[src/pts_pkg.sv]
// ----------------------------------------------------------------------------
// pts_pkg
// shared widths, reset values and defaults for the tournament selector
// ----------------------------------------------------------------------------
package pts_pkg;

   localparam int TOURNAMENT_SIZE_DEF = 4;
   localparam int POP_INDEX_BITS_DEF  = 8;

   localparam int ENERGY_W  = 16;
   localparam int DRAW_W    = 14;
   localparam int RATE_W    = 16;
   localparam int FRAC_BITS = 16;
   localparam int KEEP_W    = RATE_W + 1;
   localparam int SCALED_W  = DRAW_W + FRAC_BITS;

   localparam logic [RATE_W-1:0]   WIN_RATE_RESET = 16'd52429;
   localparam logic [KEEP_W-1:0]   Q16_ONE        = 17'h10000;
   localparam logic [SCALED_W-1:0] DRAW_SCALE     = 30'd10000;

   localparam int QUEUE_DEPTH = 2;

endpackage

[src/probabilistic_tournament_select.sv]
// ----------------------------------------------------------------------------
// probabilistic_tournament_select
// one probabilistic tournament per request, ranked by energy
// ----------------------------------------------------------------------------
// usage
//   req channel carries one tournament: candidate indices, energies, draws
//   rsp channel returns the winner: index, energy and ascending rank
//   csr_wr_en / csr_wr_data write the win rate p in Q0.16
// timing
//   a request is registered in the queue, then in the response register once it is free
//   one request per cycle sustained while thresholds are settled and the receiver
//   is ready; ranking and try compare sit in front of a two-entry queue, the
//   winner mux sits behind it in the response register; after reset and after
//   every csr write, req_tready stays low while the threshold multiplier chain settles
// stalls
//   a stalled response holds; the queue keeps taking requests until full,
//   then req_tready drops
// ----------------------------------------------------------------------------
module probabilistic_tournament_select #(
   parameter int TOURNAMENT_SIZE = pts_pkg::TOURNAMENT_SIZE_DEF,
   parameter int POP_INDEX_BITS  = pts_pkg::POP_INDEX_BITS_DEF
) (
   input  logic clock,
   input  logic reset,
   // cand_index_0..N-1, cand_energy_0..N-1, draw_0..N-2, zero pad
   input  logic [((TOURNAMENT_SIZE*(POP_INDEX_BITS + pts_pkg::ENERGY_W)
                 + (TOURNAMENT_SIZE-1)*pts_pkg::DRAW_W + 7) / 8) * 8 - 1:0] req_tdata,
   input  logic req_tvalid,
   output logic req_tready,
   // winner_index, winner_energy, winner_rank, zero pad
   output logic [((POP_INDEX_BITS + pts_pkg::ENERGY_W + $clog2(TOURNAMENT_SIZE) + 7) / 8)
                 * 8 - 1:0] rsp_tdata,
   output logic rsp_tvalid,
   input  logic rsp_tready,
   input  logic csr_wr_en,
   input  logic [pts_pkg::RATE_W-1:0] csr_wr_data
);
   import pts_pkg::*;

   localparam int N        = TOURNAMENT_SIZE;
   localparam int RW       = $clog2(N);
   localparam int REQ_BITS = N * (POP_INDEX_BITS + ENERGY_W) + (N - 1) * DRAW_W;
   localparam int ENTRY_W  = N * (POP_INDEX_BITS + ENERGY_W + RW) + RW;

   logic [(N-1)*SCALED_W-1:0] scale;
   logic                      settled;
   logic [ENTRY_W-1:0]        entry;
   logic                      q_in_ready;
   logic                      q_out_valid;
   logic                      q_out_ready;
   logic [ENTRY_W-1:0]        q_out_data;

   pts_thresh #(
      .TOURNAMENT_SIZE(TOURNAMENT_SIZE)
   ) u_thresh (
      .clock      (clock),
      .reset      (reset),
      .csr_wr_en  (csr_wr_en),
      .csr_wr_data(csr_wr_data),
      .scale      (scale),
      .settled    (settled)
   );

   pts_front #(
      .TOURNAMENT_SIZE(TOURNAMENT_SIZE),
      .POP_INDEX_BITS (POP_INDEX_BITS)
   ) u_front (
      .req_data(req_tdata[REQ_BITS-1:0]),
      .scale   (scale),
      .entry   (entry)
   );

   assign req_tready = settled && q_in_ready;

   pts_queue #(
      .WIDTH(ENTRY_W),
      .DEPTH(QUEUE_DEPTH)
   ) u_queue (
      .clock    (clock),
      .reset    (reset),
      .in_valid (req_tvalid && settled),
      .in_ready (q_in_ready),
      .in_data  (entry),
      .out_valid(q_out_valid),
      .out_ready(q_out_ready),
      .out_data (q_out_data)
   );

   pts_back #(
      .TOURNAMENT_SIZE(TOURNAMENT_SIZE),
      .POP_INDEX_BITS (POP_INDEX_BITS)
   ) u_back (
      .clock     (clock),
      .reset     (reset),
      .in_valid  (q_out_valid),
      .in_ready  (q_out_ready),
      .in_data   (q_out_data),
      .rsp_tvalid(rsp_tvalid),
      .rsp_tready(rsp_tready),
      .rsp_tdata (rsp_tdata)
   );

endmodule

[src/pts_thresh.sv]
// ----------------------------------------------------------------------------
// pts_thresh
// win rate register and per-try scaled thresholds, p*(1-p)^c times 10000
// ----------------------------------------------------------------------------
module pts_thresh #(
   parameter int TOURNAMENT_SIZE = pts_pkg::TOURNAMENT_SIZE_DEF
) (
   input  logic                                                   clock,
   input  logic                                                   reset,
   input  logic                                                   csr_wr_en,
   input  logic [pts_pkg::RATE_W-1:0]                             csr_wr_data,
   output logic [(TOURNAMENT_SIZE-1)*pts_pkg::SCALED_W-1:0]       scale,
   output logic                                                   settled
);
   import pts_pkg::*;

   localparam int NUM_DRAWS = TOURNAMENT_SIZE - 1;
   localparam int SETTLE_W  = $clog2(TOURNAMENT_SIZE + 1);

   logic [RATE_W-1:0]   win_rate_ff;
   logic [KEEP_W-1:0]   keep;
   logic [RATE_W-1:0]   thr [NUM_DRAWS];
   logic [SETTLE_W-1:0] settle_ff, settle_in;

   always_ff @(posedge clock) begin
      if (reset) begin
         win_rate_ff <= WIN_RATE_RESET;
      end else if (csr_wr_en) begin
         win_rate_ff <= csr_wr_data;
      end
   end

   assign keep = Q16_ONE - {1'b0, win_rate_ff};

   // thresholds ripple through the per-try step registers after a write
   always_comb begin
      settle_in = settle_ff;
      if (csr_wr_en) begin
         settle_in = SETTLE_W'(TOURNAMENT_SIZE);
      end else if (settle_ff != '0) begin
         settle_in = settle_ff - SETTLE_W'(1);
      end
   end

   always_ff @(posedge clock) begin
      if (reset) begin
         settle_ff <= SETTLE_W'(TOURNAMENT_SIZE);
      end else begin
         settle_ff <= settle_in;
      end
   end

   assign settled = (settle_ff == '0);

   for (genvar c = 0; c < NUM_DRAWS; c++) begin : g_try
      logic [SCALED_W-1:0] scale_ff, scale_in;

      if (c == 0) begin : g_first
         assign thr[c] = win_rate_ff;
      end else begin : g_next
         logic [RATE_W+KEEP_W-1:0] prod;
         logic [RATE_W-1:0]        step_ff, step_in;

         assign prod    = thr[c-1] * keep;
         assign step_in = prod[FRAC_BITS +: RATE_W];

         always_ff @(posedge clock) begin
            step_ff <= step_in;
         end

         assign thr[c] = step_ff;
      end

      assign scale_in = SCALED_W'(thr[c]) * DRAW_SCALE;

      always_ff @(posedge clock) begin
         scale_ff <= scale_in;
      end

      assign scale[c*SCALED_W +: SCALED_W] = scale_ff;
   end

endmodule

[src/pts_front.sv]
// ----------------------------------------------------------------------------
// pts_front
// ranks the candidates by energy and resolves which try wins
// ----------------------------------------------------------------------------
module pts_front #(
   parameter int TOURNAMENT_SIZE = pts_pkg::TOURNAMENT_SIZE_DEF,
   parameter int POP_INDEX_BITS  = pts_pkg::POP_INDEX_BITS_DEF
) (
   input  logic [TOURNAMENT_SIZE*POP_INDEX_BITS + TOURNAMENT_SIZE*pts_pkg::ENERGY_W
                 + (TOURNAMENT_SIZE-1)*pts_pkg::DRAW_W - 1:0]       req_data,
   input  logic [(TOURNAMENT_SIZE-1)*pts_pkg::SCALED_W-1:0]         scale,
   output logic [TOURNAMENT_SIZE*(POP_INDEX_BITS + pts_pkg::ENERGY_W
                 + $clog2(TOURNAMENT_SIZE)) + $clog2(TOURNAMENT_SIZE) - 1:0] entry
);
   import pts_pkg::*;

   localparam int N         = TOURNAMENT_SIZE;
   localparam int PB        = POP_INDEX_BITS;
   localparam int RW        = $clog2(N);
   localparam int NUM_DRAWS = N - 1;
   localparam int ENG_OFF   = N * PB;
   localparam int DRAW_OFF  = ENG_OFF + N * ENERGY_W;
   localparam int RANK_OFF  = N * (PB + ENERGY_W);
   localparam int WIN_OFF   = RANK_OFF + N * RW;

   logic signed [ENERGY_W-1:0] eng  [N];
   logic [RW-1:0]              rank [N];
   logic [NUM_DRAWS-1:0]       pass;
   logic [RW-1:0]              win_rank;

   always_comb begin
      for (int i = 0; i < N; i++) begin
         eng[i] = $signed(req_data[ENG_OFF + i*ENERGY_W +: ENERGY_W]);
      end
   end

   // stable ascending rank: lower slot wins ties
   always_comb begin
      for (int i = 0; i < N; i++) begin
         rank[i] = '0;
         for (int j = 0; j < N; j++) begin
            if ((eng[j] < eng[i]) || ((eng[j] == eng[i]) && (j < i))) begin
               rank[i] = rank[i] + RW'(1);
            end
         end
      end
   end

   always_comb begin
      for (int c = 0; c < NUM_DRAWS; c++) begin
         pass[c] = {req_data[DRAW_OFF + c*DRAW_W +: DRAW_W], {FRAC_BITS{1'b0}}}
                   < scale[c*SCALED_W +: SCALED_W];
      end
   end

   // earliest successful try takes priority
   always_comb begin
      win_rank = '0;
      for (int c = NUM_DRAWS - 1; c >= 0; c--) begin
         if (pass[c]) begin
            win_rank = RW'(N - 1 - c);
         end
      end
   end

   always_comb begin
      entry = '0;
      entry[0 +: RANK_OFF] = req_data[0 +: RANK_OFF];
      for (int i = 0; i < N; i++) begin
         entry[RANK_OFF + i*RW +: RW] = rank[i];
      end
      entry[WIN_OFF +: RW] = win_rank;
   end

endmodule

[src/pts_queue.sv]
// ----------------------------------------------------------------------------
// pts_queue
// short request queue between the ranking front and the select back
// ----------------------------------------------------------------------------
module pts_queue #(
   parameter int WIDTH = 8,
   parameter int DEPTH = pts_pkg::QUEUE_DEPTH
) (
   input  logic             clock,
   input  logic             reset,
   input  logic             in_valid,
   output logic             in_ready,
   input  logic [WIDTH-1:0] in_data,
   output logic             out_valid,
   input  logic             out_ready,
   output logic [WIDTH-1:0] out_data
);
   localparam int PTR_W = (DEPTH > 1) ? $clog2(DEPTH) : 1;
   localparam int CNT_W = $clog2(DEPTH + 1);

   logic [WIDTH-1:0] mem_ff [DEPTH];
   logic [PTR_W-1:0] wr_ptr_ff, wr_ptr_in;
   logic [PTR_W-1:0] rd_ptr_ff, rd_ptr_in;
   logic [CNT_W-1:0] count_ff, count_in;
   logic             push, pop;

   assign in_ready  = (count_ff != CNT_W'(DEPTH));
   assign out_valid = (count_ff != '0);
   assign out_data  = mem_ff[rd_ptr_ff];
   assign push      = in_valid && in_ready;
   assign pop       = out_valid && out_ready;

   always_comb begin
      wr_ptr_in = wr_ptr_ff;
      rd_ptr_in = rd_ptr_ff;
      count_in  = count_ff;
      if (push) begin
         wr_ptr_in = (wr_ptr_ff == PTR_W'(DEPTH - 1)) ? '0 : wr_ptr_ff + PTR_W'(1);
      end
      if (pop) begin
         rd_ptr_in = (rd_ptr_ff == PTR_W'(DEPTH - 1)) ? '0 : rd_ptr_ff + PTR_W'(1);
      end
      if (push && !pop) begin
         count_in = count_ff + CNT_W'(1);
      end else if (pop && !push) begin
         count_in = count_ff - CNT_W'(1);
      end
   end

   always_ff @(posedge clock) begin
      if (reset) begin
         wr_ptr_ff <= '0;
         rd_ptr_ff <= '0;
         count_ff  <= '0;
      end else begin
         wr_ptr_ff <= wr_ptr_in;
         rd_ptr_ff <= rd_ptr_in;
         count_ff  <= count_in;
      end
   end

   always_ff @(posedge clock) begin
      if (push) begin
         mem_ff[wr_ptr_ff] <= in_data;
      end
   end

endmodule

[src/pts_back.sv]
// ----------------------------------------------------------------------------
// pts_back
// picks the candidate holding the winning rank into the response register
// ----------------------------------------------------------------------------
module pts_back #(
   parameter int TOURNAMENT_SIZE = pts_pkg::TOURNAMENT_SIZE_DEF,
   parameter int POP_INDEX_BITS  = pts_pkg::POP_INDEX_BITS_DEF
) (
   input  logic clock,
   input  logic reset,
   input  logic in_valid,
   output logic in_ready,
   input  logic [TOURNAMENT_SIZE*(POP_INDEX_BITS + pts_pkg::ENERGY_W
                 + $clog2(TOURNAMENT_SIZE)) + $clog2(TOURNAMENT_SIZE) - 1:0] in_data,
   output logic rsp_tvalid,
   input  logic rsp_tready,
   output logic [((POP_INDEX_BITS + pts_pkg::ENERGY_W + $clog2(TOURNAMENT_SIZE) + 7) / 8)
                 * 8 - 1:0] rsp_tdata
);
   import pts_pkg::*;

   localparam int N        = TOURNAMENT_SIZE;
   localparam int PB       = POP_INDEX_BITS;
   localparam int RW       = $clog2(N);
   localparam int ENG_OFF  = N * PB;
   localparam int RANK_OFF = N * (PB + ENERGY_W);
   localparam int WIN_OFF  = RANK_OFF + N * RW;
   localparam int RSP_W    = ((PB + ENERGY_W + RW + 7) / 8) * 8;

   logic [RW-1:0]       win_rank;
   logic [PB-1:0]       sel_index;
   logic [ENERGY_W-1:0] sel_energy;
   logic                valid_ff, valid_in;
   logic [RSP_W-1:0]    data_ff, data_in;

   assign win_rank = in_data[WIN_OFF +: RW];

   always_comb begin
      sel_index  = '0;
      sel_energy = '0;
      for (int i = 0; i < N; i++) begin
         if (in_data[RANK_OFF + i*RW +: RW] == win_rank) begin
            sel_index  = in_data[i*PB +: PB];
            sel_energy = in_data[ENG_OFF + i*ENERGY_W +: ENERGY_W];
         end
      end
   end

   assign in_ready = !valid_ff || rsp_tready;
   assign valid_in = in_ready ? in_valid : valid_ff;
   assign data_in  = RSP_W'({win_rank, sel_energy, sel_index});

   always_ff @(posedge clock) begin
      if (reset) begin
         valid_ff <= 1'b0;
      end else begin
         valid_ff <= valid_in;
      end
   end

   always_ff @(posedge clock) begin
      if (in_ready && in_valid) begin
         data_ff <= data_in;
      end
   end

   assign rsp_tvalid = valid_ff;
   assign rsp_tdata  = data_ff;

endmodule

[config.mk]
export PLATFORM = sky130hd
export DESIGN_NAME = probabilistic_tournament_select
export DESIGN_NICKNAME = d
export VERILOG_FILES = /design/src/pts_pkg.sv /design/src/probabilistic_tournament_select.sv /design/src/pts_thresh.sv /design/src/pts_front.sv /design/src/pts_queue.sv /design/src/pts_back.sv
export SDC_FILE = /design/constraint.sdc
export NUM_CORES = 2
export LEC_CHECK = 0
export ABC_AREA = 1
export BUFFER_PORTS_ARGS = -buffer_cell sky130_fd_sc_hd__buf_2
export CORE_MARGIN = 2
export CORE_UTILIZATION = 35
export CTS_CLUSTER_SIZE = 14
export DETAILED_ROUTE_END_ITERATION = 12
export PLACE_DENSITY = 0.53
export SYNTH_ARGS = -nofsm -noshare
export SYNTH_HDL_FRONTEND = slang
export SYNTH_SLANG_ARGS = --single-unit
[constraint.sdc]
create_clock -name clock -period 7.1 [get_ports clock]
set_clock_uncertainty 0.15 [all_clocks]
set_input_delay 2.13 -clock clock [delete_from_list [all_inputs] [get_ports clock]]
set_output_delay 2.13 -clock clock [all_outputs]
set_load 0.05 [all_outputs]
Word level (Yosys, flattened, before mapping) --
Memories as Yosys holds them, arrays and structs flattened. A register that Yosys moved wholly into a read port is not among the register bits. Cells that the tools add are included. W data, S select, Z words.
Operators by class: bitwise gates (word level) 0, div/mod/pow operators 0, $add $sub $neg 18, mux-type cells 35, reduce and logical (&&, ||, !) cells 21, shifts and indexed selects 0, multiply operators 5, eq/ne operators 11, magnitude comparators 19
Operator list (number):
- $lt A16 B16 Y1 | 16
- $eq A16 B16 Y1 | 6
- $lt A30 B30 Y1 | 3
- $mul A16 B10 Y26 const B | 3
- $mul A16 B17 Y32 | 2
- $mux W16 | 4
- $mux W2 | 16
- $mux W8 | 4
- $add A2 B1 Y2 const B | 13
- $sub A17 B16 Y17 const A | 1
- $mux W1 | 11
- $eq A2 B2 Y1 | 4
- $logic_or A1 B1 Y1 | 7
- $logic_and A1 B1 Y1 | 6
- $reduce_bool A2 Y1 | 2
- $logic_not A1 Y1 | 3
- $logic_not A3 Y1 | 1
- $reduce_bool A3 Y1 | 1
- $sub A3 B1 Y3 const B | 1
- $add A1 B1 Y1 const B | 2
- $ne A2 B2 Y1 const B | 1
- $reduce_or A2 Y1 | 1
- $sub A2 B1 Y2 const B | 1
Storage, ports and cells: ROM bits 0, bits in latches 0, output and inout bits 34, memories 1, RAM bits 212, logic and storage cells 122, bits of input ports 165, register bits after elaboration 160
Memories:
- u_queue.mem_ff | depth 2, bits a word 106, read ports 1, clocked after memory_dff 1, write ports 1, line pts_queue.sv:21 | logic [WIDTH-1:0] mem_ff [DEPTH];

Logic depth before layout (Yosys ltp) --
depth after elaboration 9, depth in mapped cells 34, depth with buffers taken out 31

Modules after synthesis --
A second synthesis with hierarchy kept.
Unflattened totals: cell total of the unflattened synthesis 5206, area total of the unflattened synthesis 44564.0 µm²
Modules (own cells, without submodules):
- pts_thresh | seq. area each 2582.5 µm², times used 1, cells an instance 3799, area each 29687.2 µm²
- pts_queue | seq. area each 6466.2 µm², times used 1, cells an instance 367, area each 8046.5 µm²
- pts_front | seq. area each 0.0 µm², times used 1, cells an instance 688, area each 4546.9 µm²
- pts_back | seq. area each 800.8 µm², times used 1, cells an instance 348, area each 2268.4 µm²
- probabilistic_tournament_select | seq. area each 0.0 µm², times used 1, cells an instance 4, area each 15.0 µm²

Least setup slack after synthesis --
OpenSTA, ideal clock, no wires.
path kind input -> register, from in req_tvalid, to mem u_queue.mem_ff[1][0] (netlist name) (enable), stages on the path 2, required time 6.376 ns, slack -0.337 ns, setup time 0.574 ns, data arrival time 6.713 ns, buffers on the path 0, path through nand2_1 -> nor2_1
Between the ends: word-level cells in the longest chain between the ends 4
RTL lines:
- start: declaration | line probabilistic_tournament_select.sv:28 | input logic req_tvalid,
- $logic_and A1 B1 Y1 | line probabilistic_tournament_select.sv:81 | .in_valid (req_tvalid && settled),
- $logic_and A1 B1 Y1 | line pts_queue.sv:30 | assign push = in_valid && in_ready;
- $mux W1 | line pts_queue.sv:63 | if (push) begin
- $mux W1 (not written as such) | line pts_queue.sv:64 | mem_ff[wr_ptr_ff] <= in_data;
- end: declaration | line pts_queue.sv:21
Every way passes these cells.

Worst setup path in the final report --
from reg u_thresh.win_rate_ff[2], to reg u_thresh.g_try[1].g_next.step_ff[9]
Between the ends: word-level cells in the longest chain between the ends 2
RTL lines:
- start: declaration | line pts_thresh.sv:20 | logic [RATE_W-1:0] win_rate_ff;
- start signal: assignment | line pts_thresh.sv:29 | win_rate_ff <= csr_wr_data;
- $sub A17 B16 Y17 | line pts_thresh.sv:33 | assign keep = Q16_ONE - {1'b0, win_rate_ff};
- $mul A16 B17 Y32 (*) | line pts_thresh.sv:64 | assign prod = thr[c-1] * keep;
- named net u_thresh.g_try[1].g_next.prod[25] | line pts_thresh.sv:61 | logic [RATE_W+KEEP_W-1:0] prod;
- end signal: assignment | line pts_thresh.sv:68 | step_ff <= step_in;
- end: declaration | line pts_thresh.sv:62 | logic [RATE_W-1:0] step_ff, step_in;
Mark *: on every way through the listed nets, which the timed path passes. The rest lies on a longest branch. A chain may end at the register's enable or synchronous reset.

==> results.txt <==
DR vias: 33,120
HP Start: u_thresh.settle_ff[0]
Num CTS Buffers: 46
Worst hold slack: 0.2960 ns
Slowest-stage cell, CP: fa_1
First-pass GRT wire length: 191.8 mm
Hold Crit Class: flop to flop
Vias per Instance: 4.776
Final antenna-violating net count: 0
Later-pin clock latency in the skew report: 0.64 ns
Status: finished clean
Critical Path End Type: flop
Fin cells: 6,936
Reg2reg setup slack: 0.25 ns
Synth area leaders: fa_1 24%, ha_1 17%, edfxtp_1 17%, inv_1 9.8%, nand2_1 8.2%
Total gr overflow: 0
MaxCap Viol Count: 0
DIE AREA: 126,000 µm²
Final net count: 6,539
Final Cycle Share: 0.9650
Layout cells sized above 1: 0.1118
Die Wd: 354.9 µm
Vias in the first global route: 34,260
Final GP Congestion: 0.8861
Final hold viol count: 0
Post-Route WL: 121.2 mm
IO Pins: 199
Htree depth: 2
CP Buf/Inv Count: 9
Syn avg cell area: 8.633 µm²
Critical Path AT: 7.19 ns
Critical path type: flop to flop
# setup viols final: 0
CTS sink count: 373
Yosys warns: 0
Crit-path max cell delay: 0.55 ns
Iter 0 DRT Violations: 2,120
Reg clk slew, reported paths: 0.06 ns
DPL Wire Length: 97.64 mm
Sequential fraction of the synthesis area: 0.2286
TritonRoute pass-1 iters: 5
Synth top area share: 0.2402
Worst reg2reg path depth: 30
Post-synth cell types: 40
Cell family with most CP delay: adder cells
Slew headroom: 0.3011
Metal3 WL: 6.757 mm
Top cell by count, worst path: fa_1
Row Count: 128
Hold path cells: 1
Number of instances in the placed design: 6,840
Port bufs: 186
GRT Util Overall: 0.1950
DR DRC count: 0
Antenna violations before repair: 13
Max Clk Rate: 146.0 MHz
DR WL met2: 57.61 mm
Largest net degree at the start of global routing: 62
Area of the core: 122,000 µm²
CTS tree: built
Root buffer cell: clkbuf_16
Die Ht: 354.9 µm
Crit Path Max Fanout: 4
Area growth syn-to-layout: 13.25%
Launching point of the worst reg2reg path: u_thresh.win_rate_ff[2]
Max-slew violation count: 0
WHS Endpoint: u_thresh.settle_ff[0]
WP data required: 7.44 ns
CTS max path bufs: 3
Biggest area consumer among synthesized cells: fa_1
Met1 wire length: 53.84 mm
CTS Hold Bufs: 0
R2r endpoint: u_thresh.g_try[1].g_next.step_ff[9]
Startpoint Class: flop
Worst slew pin tran: 1.047 ns
Yosys reg bits: 373
Crit path time final: 6.851 ns
Initial Util: 0.3531
Avg WL per Cell: 17.47 µm
Uppermost layer routed: met5
Gate Count Post-Synth: 4,992
Cell Area, Synth: 43,100 µm²
## routing by layer
layer,vias up,GRT usage
met5,-,0
met3,148,0.02333
met4,4,0.04390
met2,802,0.3372
met1,16130,0.2606
li1,16040,-
## synth_stat cells (all sizes together)
library cell	count
inv	1126
nand2	946
ha	591
fa	517
nor2	442
edfxtp	238
a21oi	224
nand3	177
o21ai	163
dfxtp	135
mux2	92
clkbuf	77
xor2	46
buf	42
nand4	34
nor3	31
xnor2	20
o21a	13
nand3b	12
clkinv	9
nor4	9
o211ai	8
a21boi	7
a21o	7
o21bai	7
a31oi	6
and3	5
mux2i	4
nor3b	2
conb	1
or2	1
## what timing repair did
action                                  CTS  global route
setup buffers                             0             2
pin swaps                                 0            12
resized for setup                         3            92
gates cloned                              0             1
endpoints found under the setup margin   13            32
## cell type report
class | count | area [µm²]
Tap cell | 1625 | 2033
Clock buffer | 55 | 1215
Multi-Input combinational cell | 3370 | 28760
Sequential cell | 373 | 9854
Antenna cell | 9 | 22.52
Clock inverter | 29 | 446.7
Fill cell | 12410 | 73230
Timing Repair Buffer | 340 | 2203
Inverter | 1135 | 4273
## placed cells by master, fill, tap and decap left out, drive strengths merged, types with 4 or more instances in the layout
| master | count |
|---|---|
| nand3b | 12 |
| a31oi | 6 |
| clkinvlp | 5 |
| fa | 517 |
| nand4 | 34 |
| dfxtp | 135 |
| xor2 | 46 |
| nand2 | 946 |
| xnor2 | 20 |
| nor3 | 31 |
| nor2 | 442 |
| conb | 6 |
| o21bai | 7 |
| o21ai | 163 |
| diode | 9 |
| o21a | 13 |
| mux2i | 4 |
| ha | 591 |
| and3 | 5 |
| bufinv | 9 |
| nor4 | 9 |
| buf | 339 |
| clkinv | 20 |
| nand3 | 177 |
| a21o | 7 |
| o211ai | 8 |
| clkbuf | 56 |
| mux2 | 92 |
| inv | 1130 |
| edfxtp | 238 |
| a21boi | 7 |
| a21oi | 224 |
## worst reg2reg max path, delay by kind of cell (launching register included)
kind	cells	cell delay (ns)
DFF	1	0.30
and+or+nand+nor	10	1.09
buffers and inverters	9	0.98
AOI/OAI and AO/OA	2	0.32
adders and majority gates	9	3.86
## cells by family (layout without fill, tap and decap cells)
group / count (synthesis) / in the layout / synth area share
simple gates: 1659 / 1659 / 0.1551
buf+inv: 1254 / 1559 / 0.1122
fa+ha+maj: 1108 / 1108 / 0.4118
compound gates: 435 / 435 / 0.05365
flops: 373 / 373 / 0.2286
mux: 96 / 96 / 0.02497
xor+xnor: 66 / 66 / 0.01376
other cells: 1 / 15 / 0.00008702
## worst max path at each step
| stage | start | end | depth (start not counted) |
|---|---|---|---|
| floorplan | u_thresh.win_rate_ff[0] | u_thresh.g_try[2].g_next.step_ff[12] | 31 |
| finish | u_thresh.win_rate_ff[2] | u_thresh.g_try[1].g_next.step_ff[9] | 30 |
| global route | u_thresh.win_rate_ff[2] | u_thresh.g_try[2].g_next.step_ff[12] | 30 |
| CTS | u_thresh.win_rate_ff[4] | u_thresh.g_try[1].g_next.step_ff[9] | 28 |
| detailed placement | u_thresh.win_rate_ff[4] | u_thresh.g_try[2].g_next.step_ff[6] | 27 |
| global placement | u_thresh.win_rate_ff[4] | u_thresh.g_try[1].g_next.step_ff[9] | 28 |
## registers in the layout, summed over array words and instances (netlist names), named ones only
name                           count
u_queue.count_ff                   2
u_back.rsp_tvalid                  1
u_thresh.settle_ff                 3
u_thresh.win_rate_ff              16
u_thresh.g_try.scale_ff           78
u_thresh.g_try.g_next.step_ff     32
u_queue.mem_ff                   212
u_queue.rd_ptr_ff                  1
u_back.rsp_tdata                  26
u_queue.wr_ptr_ff                  1
## per-stage QoR
stage          setup slack, ns  TNS [ns]    util  cell area (µm²)
2_1_floorplan          0.03874         0       -            43120
3_3_place_gp          -0.05153  -0.05324  0.3831            46750
3_5_place_dp          -0.03871  -0.09522  0.3831            46750
4_1_cts                0.04815         0  0.3967            48420
5_1_grt              -0.006939  -0.01505  0.3998            48790
6_report                0.2487         0  0.3999            48800
Power is not shown: default switching activity piles up to over one toggle a cycle in this logic, so the estimate is an artifact.
